`config.mk`:
```
export PLATFORM = sky130hd
export DESIGN_NAME = srms_ram
export DESIGN_NICKNAME = d
export VERILOG_FILES = /design/src/hdl/srms_ram.sv
export SDC_FILE = /design/constraint.sdc
export NUM_CORES = 1
export LEC_CHECK = 0
export BUFFER_PORTS_ARGS = -buffer_cell sky130_fd_sc_hd__clkbuf_2
export CORE_MARGIN = 2
export CORE_UTILIZATION = 60
export CTS_BUF_LIST = sky130_fd_sc_hd__clkbuf_4
export DETAILED_ROUTE_END_ITERATION = 10
export PLACE_DENSITY = 0.78
export SLEW_MARGIN = 20
export SYNTH_ARGS = -nofsm -noshare
export SYNTH_HDL_FRONTEND = slang
export SYNTH_SLANG_ARGS = --single-unit
```
`constraint.sdc`:
```
create_clock -name clk -period 3.2 [get_ports clk]
set_input_delay 0.32 -clock clk [delete_from_list [all_inputs] [get_ports clk]]
set_output_delay 0.32 -clock clk [all_outputs]
set_load 0.005 [all_outputs]
```
`src/hdl/srms_ram.sv`:
```
// Generic simple dual-port RAM: one write port, one read port, registered read.
// No dependencies.
`default_nettype none

module srms_ram #(
	parameter int WIDTH = 8,
	parameter int DEPTH = 16,
	localparam int AW = (DEPTH > 1) ? $clog2(DEPTH) : 1
) (
	input  wire logic             clk,
	input  wire logic             we,
	input  wire logic [AW-1:0]    waddr,
	input  wire logic [WIDTH-1:0] wdata,
	input  wire logic [AW-1:0]    raddr,
	output logic      [WIDTH-1:0] rdata
);

	logic [WIDTH-1:0] mem [DEPTH];

	always_ff @(posedge clk) begin
		if (we) begin
			mem[waddr] <= wdata;
		end
		rdata <= mem[raddr];
	end

endmodule

`default_nettype wire

```
==> summary.txt <==
Status
  – Run status: completed

Detailed routing
  – Routed WL: 9.13 mm
  – DRT Pass-1 Iters: 5
  – Remaining DRCs: 0
  – DRT iter0 DRCs: 290
  – Post-DRT Antenna Nets: 0
  – Drt via density: 6.28
  – Mean routed wirelength per cell: 23.6 um
  – Via count: 2429

Critical path
  – Crit path max fanout: 14
  – CP arrival: between 2000 and 2500 ps
  – Worst flop-to-flop path startpoint: mem[2][3]
  – Reg2reg path depth: 3
  – R2R Setup Slk: 1760 ps
  – Max stage delay on crit path: 580 ps
  – CP max-delay cell: mux4_1
  – CP Cell Sequence: clkbuf_2 > buf_4 > mux4_1 > a22oi_1 > nand2_1
  – Reg2reg end: rdata[3]
  – CP Launch Type: input pin
  – Bufs and invs on worst path: 2
  – CP Capture Type: flip-flop
  – Top cell family by delay on the critical path: buffers and inverters
  – CP Class: input pin to flip-flop
  – Req. time, crit path: about 3600 ps

Die
  – Die Width: slightly below 100 um
  – Die area: between 0.009 and 0.01 sq mm
  – Die height: 96.6 um
  – Effective utilization at floorplan: 0.623
  – Top Ports: 26
  – CORE AREA: 0.00826 sq mm
  – Placement Rows: 33

Logic synthesis
  – Post-synthesis cell type count: 19
  – Top cell type by total area after synthesis: edfxtp_1
  – Seq cells post-synth: around 140
  – Register area share after synthesis: 0.778
  – Synthesis Warnings: 0
  – Syn_nets: 247
  – Area contributors post-synth: edfxtp_1 (75%), mux4_2 (7.9%), mux4_1 (7.1%)
  – Synth Area per Inst: 22.5 sq um
  – Post-synthesis cell area: 0.00515 sq mm
  – Synth top area share: 0.747
  – Cells after synthesis: between 200 and 250

Clocking
  – Clock sinks: 136
  – Setup Buffers After CTS: 0
  – Clock root cell: clkbuf_4
  – H-tree lvl count: 4
  – Total CTS buffers: 17
  – CTS Hold Buffers Added: 0
  – Clk Latency, worst-skew pair: 510 ps
  – Worst-path clk slew: about 120 ps
  – PostCTS Resize Cnt: 0
  – CTS max path bufs: 2
  – CTS tree: built

Timing
  – Slew margin rel.: 0.361
  – Final TNS setup: 0 ps
  – Final Hold Viols: 0
  – RSZ-0062 raised after global routing: no
  – Fmax: 621 MHz
  – Final setup viols: 0
  – Worst-Margin Slew: 955 ps
  – Final period utilization: 0.503
  – Final Max Tran Viols: 0
  – Worst Skew: around 18 ps
  – Fin crit period: ~1600 ps
  – Hold_ws: 221 ps

Global routing
  – Gr usage total: 0.211
  – First-pass GRT wire length: about 14 mm
  – GRT overflow: 0
  – Pin count of the biggest net entering global routing: 33
  – Initial antenna violation count: 0
  – Vias in the first global route: 2464

Pwr
  – Gate power share: 0.052
  – Sw Ratio: 0.212
  – PwrDens: 584 mW/mm^2
  – Int Power: 2600 uW
  – Tot Pwr: about 3300 uW
  – Sequential Power Share: 0.605
  – VDD IR-drop max: approximately 310 uV
  – Switching power: 701 uW
  – Clock share of power: 0.343
  – P_leak: 0.00188 uW

Final layout
  – # fillers: 505
  – Antenna fix cells: 0
  – Multi-input logic area: ~0.0011 sq mm
  – Layout cells sized above 1: 0.280
  – NumNets Final: 287
  – Reg area: 0.00400 sq mm
  – Syn-to-layout area delta: 9.89%

Placed design
  – Placed wire-length estimate: 5.84 mm
  – Final GP Congestion: 0.723
  – Input/output buffers: 25

Job
  – Max Cap Viol: 0

Min path
  – Hold crit path type: input pin to flip-flop
  – Hold endpoint: mem[11][3]
  – Hold Startpoint: wdata[3]
  – Hold Path Depth: 1
power groups by stage:
stage	logic (uW)	clock network [uW]	registers [uW]
CTS	173	1150	2000
detailed placement	173	0	2040
finish	172	1130	2000
floorplan	101	0	2040
global route	187	1220	2000
global placement	167	0	2040
worst max-delay path by stage:
stage          cells past startpoint         to  slack, ps     start
2_1_floorplan                      2  mem[0][0]       1390  waddr[2]
3_3_place_gp                       5   rdata[2]       1100  raddr[0]
3_5_place_dp                       5   rdata[2]       1040  raddr[0]
4_1_cts                            5   rdata[2]       1600  raddr[0]
5_1_grt                            5   rdata[2]       1490  raddr[0]
6_report                           5   rdata[2]       1590  raddr[0]
synthesized netlist by cell type:
cell	n
edfxtp_1	128
nand2_1	9
buf_6	3
a22oi_1	16
nand3_1	1
nand3b_1	2
mux4_1	14
nor2b_1	1
buf_4	1
buf_2	3
nor2_1	13
nand2b_1	2
or3b_2	1
and2b_1	1
and2_1	1
nor3_1	4
dfxtp_1	8
clkdlybuf4s25_2	3
mux4_2	18
worst reg2reg max path, cell delays in order, from the launching register on:
cell and delay [ps]:
edfxtp_1 420, mux4_1 530, a22oi_1 280, nand2_1 100
placed cells by master, fill, tap and decap left out:
| master | instances |
|---|---|
| edfxtp_1 | 128 |
| clkbuf_2 | 25 |
| mux4_2 | 18 |
| clkbuf_4 | 18 |
| a22oi_1 | 16 |
| mux4_1 | 14 |
| nor2_1 | 13 |
| nand2_1 | 9 |
| dfxtp_1 | 8 |
| buf_4 | 6 |
| nor3_1 | 4 |
| clkinvlp_4 | 4 |
| clkinv_1 | 3 |
| bufinv_16 | 3 |
| nand3b_1 | 2 |
| nand2b_1 | 2 |
| clkinv_4 | 2 |
| clkinv_2 | 2 |
| nor2b_1 | 1 |
| and2_1 | 1 |
| and2b_1 | 1 |
| nand3_1 | 1 |
| or3b_2 | 1 |
stage by stage:
step / cells / utilization / setup slack [ps] / cell area [sq um]
3_3_place_gp: 355 / 0.649 / 1100 / 5360
3_5_place_dp: 355 / 0.649 / 1040 / 5360
4_1_cts: 387 / 0.685 / 1600 / 5660
5_1_grt: 387 / 0.685 / 1490 / 5660
6_report: 387 / 0.685 / 1590 / 5660
2_1_floorplan: 229 / - / 1390 / 5150
layout make-up:
cell class / count / share of cell area
clock inverters: 14 / 0.0281
well taps: 105 / 0.0232
repair buffers: 31 / 0.0301
multi-input cells: 83 / 0.187
clock buffers: 18 / 0.0239
flip-flops and latches: 136 / 0.708
flip-flops by register name, summed over array words and instances, names as in the netlist:
| signal | flops |
|---|---|
| rdata | 8 |
| mem | 128 |
layer usage:
layer,track usage,vias to the layer above,wire (um)
met3,0.0607,21,675
met2,0.327,125,4580
met1,0.290,1224,3670
met4,0.0834,0,202
li1,-,1059,-
met5,0,-,0
logic make-up (layout without fill, tap and decap cells):
logic type | Yosys count | in the layout | share of synthesized area
flip-flops | 136 | 136 | 0.778
AND/OR/NAND/NOR | 35 | 35 | 0.0318
multiplexers | 32 | 32 | 0.150
AO/OA/AOI/OAI | 16 | 16 | 0.0233
buffers and inverters | 10 | 63 | 0.0168
Power figures use the tool's default switching activity.
