==> src/hdl/srms_pkg.sv <==
// Shared types, codes and helpers for the sparse row matrix store.
// No dependencies.
`default_nettype none

package srms_pkg;

	localparam int DATA_W = 32;
	localparam int IDX_W  = 6;
	localparam int OP_W   = 3;
	localparam int ST_W   = 2;

	typedef enum logic [OP_W-1:0] {
		OP_APPEND = 3'd0,
		OP_SET    = 3'd1,
		OP_ADD    = 3'd2,
		OP_GET    = 3'd3,
		OP_CLEAR  = 3'd4
	} op_t;

	localparam logic [ST_W-1:0] ST_DONE      = 2'd0;
	localparam logic [ST_W-1:0] ST_NOT_FOUND = 2'd1;
	localparam logic [ST_W-1:0] ST_FULL      = 2'd2;

	typedef struct packed {
		logic [DATA_W-1:0] read_value;
		logic [ST_W-1:0]   status;
	} res_t;

	// signed Q16.16 add, clamped to the 32-bit range
	function automatic logic [DATA_W-1:0] sat_add(input logic [DATA_W-1:0] a,
		input logic [DATA_W-1:0] b);
		logic [DATA_W:0]   s;
		logic [DATA_W-1:0] r;
		s = {a[DATA_W-1], a} + {b[DATA_W-1], b};
		if (s[DATA_W] != s[DATA_W-1]) begin
			r = s[DATA_W] ? {1'b1, {(DATA_W-1){1'b0}}} : {1'b0, {(DATA_W-1){1'b1}}};
		end else begin
			r = s[DATA_W-1:0];
		end
		return r;
	endfunction

endpackage

`default_nettype wire

==> src/hdl/srms_seq.sv <==
// Command sequencer: pointer lookup, append, row scan with read-modify-write,
// and the clearing sweep. Drives the row pointer and entry RAMs; uses srms_pkg.
`default_nettype none

module srms_seq #(
	parameter int MATRIX_SIZE = 64,
	parameter int NZ_MAX = 256,
	localparam int RS_DEPTH = MATRIX_SIZE + 1,
	localparam int RW = $clog2(RS_DEPTH),
	localparam int AW = $clog2(NZ_MAX),
	localparam int PW = $clog2(NZ_MAX + 1),
	localparam int EW = srms_pkg::IDX_W + srms_pkg::DATA_W
) (
	input  wire logic                         clk,
	input  wire logic                         arst_n,
	input  wire logic                         item_valid,
	output logic                              item_ready,
	input  wire logic [srms_pkg::OP_W-1:0]    op,
	input  wire logic [srms_pkg::IDX_W-1:0]   row,
	input  wire logic [srms_pkg::IDX_W-1:0]   column,
	input  wire logic [srms_pkg::DATA_W-1:0]  value,
	output logic                              res_valid,
	input  wire logic                         res_ready,
	output srms_pkg::res_t                    res,
	output logic                              rs_we,
	output logic [RW-1:0]                     rs_waddr,
	output logic [PW-1:0]                     rs_wdata,
	output logic [RW-1:0]                     rs_raddr,
	input  wire logic [PW-1:0]                rs_rdata,
	output logic                              en_we,
	output logic [AW-1:0]                     en_waddr,
	output logic [EW-1:0]                     en_wdata,
	output logic [AW-1:0]                     en_raddr,
	input  wire logic [EW-1:0]                en_rdata
);

	import srms_pkg::*;

	localparam int CLR_LEN = (RS_DEPTH > NZ_MAX) ? RS_DEPTH : NZ_MAX;
	localparam int CW = $clog2(CLR_LEN);

	typedef enum logic [2:0] {
		S_CLR,
		S_IDLE,
		S_LO,
		S_HI,
		S_PTR,
		S_SCAN,
		S_RES
	} state_t;

	state_t            state_q;
	logic [CW-1:0]     cnt_q;
	logic              clr_op_q;
	logic [OP_W-1:0]   op_q;
	logic [IDX_W-1:0]  row_q;
	logic [IDX_W-1:0]  col_q;
	logic [DATA_W-1:0] val_q;
	logic [PW-1:0]     lo_q;
	logic [PW-1:0]     hi_q;
	logic [PW-1:0]     idx_q;
	logic              hit_q;
	logic              v_s1;
	logic [AW-1:0]     addr_s1;
	res_t              res_q;

	logic              row_bad;
	logic [RW-1:0]     row_lo_addr;
	logic [RW-1:0]     row_hi_addr;
	logic [PW-1:0]     pos;
	logic              full;
	logic [PW-1:0]     hi_clamp;
	logic              issue;
	logic              scan_hit;
	logic [DATA_W-1:0] ent_val;
	logic [DATA_W-1:0] new_val;
	logic              is_write_op;

	assign row_bad     = (32'(row) >= MATRIX_SIZE);
	assign row_lo_addr = RW'(row_q);
	assign row_hi_addr = RW'(row_q) + RW'(1);

	// empty next-row pointer: seed from this row's start
	assign pos      = (rs_rdata != '0) ? rs_rdata : lo_q;
	assign full     = (32'(pos) >= NZ_MAX);
	assign hi_clamp = (32'(rs_rdata) > NZ_MAX) ? PW'(NZ_MAX) : rs_rdata;

	assign issue       = (idx_q < hi_q);
	assign ent_val     = en_rdata[DATA_W-1:0];
	assign scan_hit    = v_s1 && (en_rdata[EW-1 -: IDX_W] == col_q);
	assign is_write_op = (op_q == OP_SET) || (op_q == OP_ADD);
	assign new_val     = (op_q == OP_SET) ? val_q : sat_add(ent_val, val_q);

	assign item_ready = (state_q == S_IDLE);
	assign res_valid  = (state_q == S_RES);
	assign res        = res_q;

	always_comb begin
		rs_we    = 1'b0;
		rs_waddr = row_hi_addr;
		rs_wdata = pos + PW'(1);
		rs_raddr = (state_q == S_LO) ? row_lo_addr : row_hi_addr;
		en_we    = 1'b0;
		en_waddr = addr_s1;
		en_wdata = {col_q, new_val};
		en_raddr = idx_q[AW-1:0];
		unique case (state_q)
			S_CLR: begin
				rs_we    = (32'(cnt_q) < RS_DEPTH);
				rs_waddr = cnt_q[RW-1:0];
				rs_wdata = '0;
				en_we    = (32'(cnt_q) < NZ_MAX);
				en_waddr = cnt_q[AW-1:0];
				en_wdata = '0;
			end
			S_PTR: begin
				rs_we    = (op_q == OP_APPEND) && !full;
				en_we    = (op_q == OP_APPEND) && !full;
				en_waddr = pos[AW-1:0];
				en_wdata = {col_q, val_q};
			end
			S_SCAN: begin
				// write-back goes to the previous index, never the one being read
				en_we = scan_hit && is_write_op;
			end
			default: begin
			end
		endcase
	end

	always_ff @(posedge clk or negedge arst_n) begin
		if (!arst_n) begin
			state_q  <= S_CLR;
			cnt_q    <= '0;
			clr_op_q <= 1'b0;
			v_s1     <= 1'b0;
		end else begin
			unique case (state_q)
				S_CLR: begin
					cnt_q <= cnt_q + CW'(1);
					if (cnt_q == CW'(CLR_LEN - 1)) begin
						if (clr_op_q) begin
							res_q   <= '{read_value: '0, status: ST_DONE};
							state_q <= S_RES;
						end else begin
							state_q <= S_IDLE;
						end
					end
				end
				S_IDLE: begin
					if (item_valid) begin
						op_q     <= op;
						row_q    <= row;
						col_q    <= column;
						val_q    <= value;
						hit_q    <= 1'b0;
						clr_op_q <= (op == OP_CLEAR);
						unique case (op)
							OP_APPEND, OP_SET, OP_ADD, OP_GET: begin
								if (row_bad) begin
									res_q   <= '{read_value: '0, status: ST_NOT_FOUND};
									state_q <= S_RES;
								end else begin
									state_q <= S_LO;
								end
							end
							OP_CLEAR: begin
								cnt_q    <= '0;
								state_q  <= S_CLR;
							end
							default: begin
								res_q   <= '{read_value: '0, status: ST_DONE};
								state_q <= S_RES;
							end
						endcase
					end
				end
				S_LO: begin
					state_q <= S_HI;
				end
				S_HI: begin
					lo_q    <= rs_rdata;
					state_q <= S_PTR;
				end
				S_PTR: begin
					if (op_q == OP_APPEND) begin
						res_q   <= '{read_value: '0, status: full ? ST_FULL : ST_DONE};
						state_q <= S_RES;
					end else begin
						idx_q   <= lo_q;
						hi_q    <= hi_clamp;
						v_s1    <= 1'b0;
						state_q <= S_SCAN;
					end
				end
				S_SCAN: begin
					// a stale v_s1 left by a get is cleared again before the next scan
					v_s1    <= issue;
					addr_s1 <= idx_q[AW-1:0];
					if (issue) begin
						idx_q <= idx_q + PW'(1);
					end
					if (scan_hit) begin
						hit_q <= 1'b1;
					end
					if (scan_hit && (op_q == OP_GET)) begin
						res_q   <= '{read_value: ent_val, status: ST_DONE};
						state_q <= S_RES;
					end else if (!issue) begin
						res_q   <= '{read_value: '0,
							status: (hit_q || scan_hit) ? ST_DONE : ST_NOT_FOUND};
						state_q <= S_RES;
					end
				end
				S_RES: begin
					if (res_ready) begin
						state_q <= S_IDLE;
					end
				end
				default: begin
					state_q <= S_IDLE;
				end
			endcase
		end
	end

endmodule

`default_nettype wire

==> config.mk <==
export PLATFORM = sky130hd
export DESIGN_NAME = srms_seq
export DESIGN_NICKNAME = d
export VERILOG_FILES = /design/src/hdl/srms_pkg.sv /design/src/hdl/srms_seq.sv
export SDC_FILE = /design/constraint.sdc
export NUM_CORES = 1
export LEC_CHECK = 0
export BUFFER_PORTS_ARGS = -buffer_cell sky130_fd_sc_hd__buf_2
export CORE_ASPECT_RATIO = 0.9
export CORE_MARGIN = 3
export CORE_UTILIZATION = 55
export CTS_BUF_LIST = sky130_fd_sc_hd__clkbuf_4 sky130_fd_sc_hd__clkbuf_8 sky130_fd_sc_hd__clkbuf_16
export DETAILED_ROUTE_END_ITERATION = 12
export PLACE_DENSITY = 0.82
export SLEW_MARGIN = 20
export SYNTH_ARGS = -nofsm -noshare
export SYNTH_HDL_FRONTEND = slang
export SYNTH_SLANG_ARGS = --single-unit
==> constraint.sdc <==
create_clock -name clk -period 13.9 [get_ports clk]
set_input_delay 4.17 -clock clk [delete_from_list [all_inputs] [get_ports clk]]
set_output_delay 4.17 -clock clk [all_outputs]
set_load 0.03 [all_outputs]
==> results.json <==
{
  "syn_avg_cell_area_um2": 9.957,
  "core.rowCount": 41,
  "leakagePower_nw": 4.191,
  "ctsHoldBuffers": 0,
  "die_height_um": 122.4,
  "setup-violations-final": 0,
  "cts_sinks": 130,
  "ant_nets": 0,
  "yosysSeqAreaShare": 0.4639,
  "gp_routability_congestion": 0.9369,
  "syn_inst": 831,
  "path_clk_slew_ns": 0.06,
  "ff_latch_area_mm2": 0.003839,
  "met3_length_um": 2208,
  "ctsRootBufferMaster": "sky130_fd_sc_hd__clkbuf_16",
  "final_min_period_over_clock_period": 0.8457,
  "ir_drop_worst_case_vdd_mv": 0.1456,
  "gr-total-overflow": 0,
  "timing.max_slew.rel_slack": 0.3159,
  "async_flop_share": 0.1000,
  "synth-seq-cells": 130,
  "grt_pass1_vias": 6781,
  "worstHoldPathType": "reg2reg",
  "timing.final.max_slew_violations": 0,
  "tritoncts": "built",
  "yosysWarningCount": 0,
  "post_synth_instance_area_mm2": 0.008274,
  "grt_setup_unrepaired": "no",
  "finalCriticalPeriod_ns": 11.76,
  "synth_area_leaders": "sky130_fd_sc_hd__edfxtp_1 42%, sky130_fd_sc_hd__ha_1 6.8%, sky130_fd_sc_hd__a21oi_1 4.5%, sky130_fd_sc_hd__dfrtp_1 3.9%, sky130_fd_sc_hd__nand2_1 3.9%",
  "initial_utilization": 0.5760,
  "nNetsFinal": 1171,
  "met2_wirelength_um": 10370,
  "timing_hold_violations_final": 0,
  "ctsHtreeMaxLevel": 4,
  "max_slew.worst_pin.slew_ns": 1.026,
  "post-dp-hpwl_um": 16840,
  "grt_util_all_layers": 0.2821,
  "crit_path_start_kind": "primary input",
  "worst_ep_arrival_time_ns": 7.59,
  "post-synth-top-area-cell": "sky130_fd_sc_hd__edfxtp_1",
  "synth_ff_type": "sky130_fd_sc_hd__edfxtp_1",
  "drt_wl_cell_um": 18.89,
  "dp_worst_setup_slack_ns": 2.196,
  "worst_ep_required_time_ns": 9.73,
  "cts_bufs_inserted": 17,
  "grt_antenna_before_repair": 0,
  "drv_cap": 0,
  "fillCellCount": 1066,
  "reg2reg_depth": 7,
  "detail_route.wirelength.met1_um": 10360,
  "placed_insts": 1201,
  "dr.max_layer_used": "met4",
  "clock_insertion_delay_worst_skew_ns": 0.43,
  "drt-vias-per-instance": 5.886,
  "total_power_per_unit_cell_area_mw_per_mm2": 195.7,
  "dr_total_vias": 7258,
  "crit_path_end_kind": "output pin",
  "worst_clock_skew_on_the_final_layout_ns": 0.01142,
  "synthesis.nets": 975,
  "timing.setup.tns_ns": 0,
  "die_area_mm2": 0.01655,
  "worst_hold_path.num_cells": 1,
  "grt_pass1_wl_um": 35820,
  "drc": 0,
  "critPathKind": "in2out",
  "critPathMaxFanout": 4,
  "synth_edf_count": 117,
  "syn2layout_area_growth_pct": 21.44,
  "largest_net_degree_at_the_start_of_global_routing": 48,
  "drt_pre_antenna_iters": 7,
  "postCtsSetupRepairBufs": 0,
  "final_core_util": 0.6996,
  "synth_top_area_frac": 0.4246,
  "number_of_i_o_pins": 213,
  "antennaDiodeCount": 0,
  "post_route_cells_drive_above_1_share": 0.2635,
  "multiInputGateArea_mm2": 0.004149,
  "outcome": "finished, final reports clean",
  "final.setup.worst_slack_ns": 2.145,
  "routed_wirelength_um": 23290,
  "final_cell_count_no_fill": 1233,
  "number_of_violations_reported_at_the_end_of_detailed_routing_iteration_0": 691,
  "die_width_um": 135.3,
  "placeableCoreArea_mm2": 0.01436,
  "deepest_clock_path_buffer_count": 2,
  "synth_cell_type_count": 62,
  "port_buffers": 212,
  "max_clock_freq_ghz": 0.08507,
  "postCtsResizedCells": 0
}
==> registers in the layout, summed over array words and instances, names as in the netlist, 6 cells and up <==
signal   cells
cnt_q        8
row_q        6
hi_q         9
addr_s1      8
res         34
lo_q         9
col_q        6
idx_q        9
val_q       32
==> where the power goes <==
part / internal, mW / switching (mW)
logic: 0.267 / 0.640
clock network: 0.288 / 0.187
registers: 0.516 / 0.0679
==> layer usage <==
metal  vias up  GRT usage
li1       3464          -
met1      3403     0.4033
met2       356     0.4257
met3        35    0.06926
met4         0    0.09131
met5         -          0
==> area by class of cell <==
type | count | share of cell area
well taps | 193 | 0.02403
flip-flops and latches | 130 | 0.3820
repair buffers | 217 | 0.1093
inverters | 26 | 0.009712
multi-input cells | 635 | 0.4129
clock inverters | 15 | 0.01967
clock buffers | 17 | 0.04234
==> final timing paths <==
kind | startpoint | end | slack, ns
hold reg to reg | hit_q | res[0] | 0.56
hold / removal | hit_q | res[0] | 0.56
setup reg to reg | state_q[1] | res[18] | 10.58
min in group asynchronous | arst_n | clr_op_q | 3.64
max in group asynchronous | arst_n | state_q[1] | 10.00
setup / recovery | en_rdata[0] | en_wdata[26] | 2.14
==> logic make-up (layout without fill, tap and decap cells) <==
| group | Yosys count | in the layout | synth area share |
|---|---|---|---|
| AND/OR/NAND/NOR | 285 | 285 | 0.1716 |
| AO/OA/AOI/OAI | 241 | 241 | 0.1875 |
| flip-flops | 130 | 130 | 0.4639 |
| buffers and inverters | 66 | 275 | 0.03720 |
| XOR/XNOR | 57 | 57 | 0.06033 |
| adder cells (fa/ha/maj) | 46 | 46 | 0.07047 |
| multiplexers | 6 | 6 | 0.008922 |
==> Yosys cell counts (16+ instances only) <==
master	number
sky130_fd_sc_hd__nand2_1	86
sky130_fd_sc_hd__xnor2_1	35
sky130_fd_sc_hd__edfxtp_1	117
sky130_fd_sc_hd__o21ai_0	61
sky130_fd_sc_hd__and2_1	43
sky130_fd_sc_hd__a21o_1	19
sky130_fd_sc_hd__a21oi_1	74
sky130_fd_sc_hd__inv_1	26
sky130_fd_sc_hd__nor2_1	54
sky130_fd_sc_hd__clkbuf_1	28
sky130_fd_sc_hd__ha_1	45
sky130_fd_sc_hd__o211ai_1	16
sky130_fd_sc_hd__nand3_1	20
sky130_fd_sc_hd__nor2b_1	16
sky130_fd_sc_hd__xor2_1	22
==> through the flow <==
stage / instance area, um2 / power, mW / hold slack (ns)
2_1_floorplan: 8274 / 1.235 / 0.4495
3_3_place_gp: 9420 / 1.474 / 0.5241
3_5_place_dp: 9420 / 1.486 / 0.5355
4_1_cts: 10040 / 1.966 / 0.5536
5_1_grt: 10050 / 2.064 / 0.5838
6_report: 10050 / 1.966 / 0.5566
==> critical path: stages <==
cell and delay [ns]:
sky130_fd_sc_hd__buf_2 0.11, sky130_fd_sc_hd__ha_1 0.23, sky130_fd_sc_hd__fa_1 0.42, sky130_fd_sc_hd__a211oi_1 0.38, sky130_fd_sc_hd__o211ai_1 0.24, sky130_fd_sc_hd__a221oi_1 0.48, sky130_fd_sc_hd__o31ai_2 0.14, sky130_fd_sc_hd__a2111oi_0 0.64
sky130_fd_sc_hd__o31ai_1 0.19, sky130_fd_sc_hd__xnor2_1 0.17, sky130_fd_sc_hd__o211ai_1 0.17, sky130_fd_sc_hd__buf_2 0.23
==> placed cells by master (no fill, tap or decap), types with 19 or more instances in the layout <==
cell / synthesis / routed
sky130_fd_sc_hd__xnor2_1: 35 / 35
sky130_fd_sc_hd__inv_1: 26 / 26
sky130_fd_sc_hd__ha_1: 45 / 45
sky130_fd_sc_hd__nand2_1: 86 / 86
sky130_fd_sc_hd__edfxtp_1: 117 / 117
sky130_fd_sc_hd__and2_1: 43 / 43
sky130_fd_sc_hd__xor2_1: 22 / 22
sky130_fd_sc_hd__o21ai_0: 61 / 60
sky130_fd_sc_hd__nand3_1: 20 / 20
sky130_fd_sc_hd__a21o_1: 19 / 19
sky130_fd_sc_hd__nor2_1: 54 / 52
sky130_fd_sc_hd__buf_2: 0 / 212
sky130_fd_sc_hd__a21oi_1: 74 / 74
Note: power is estimated with default switching activity, not from simulation.
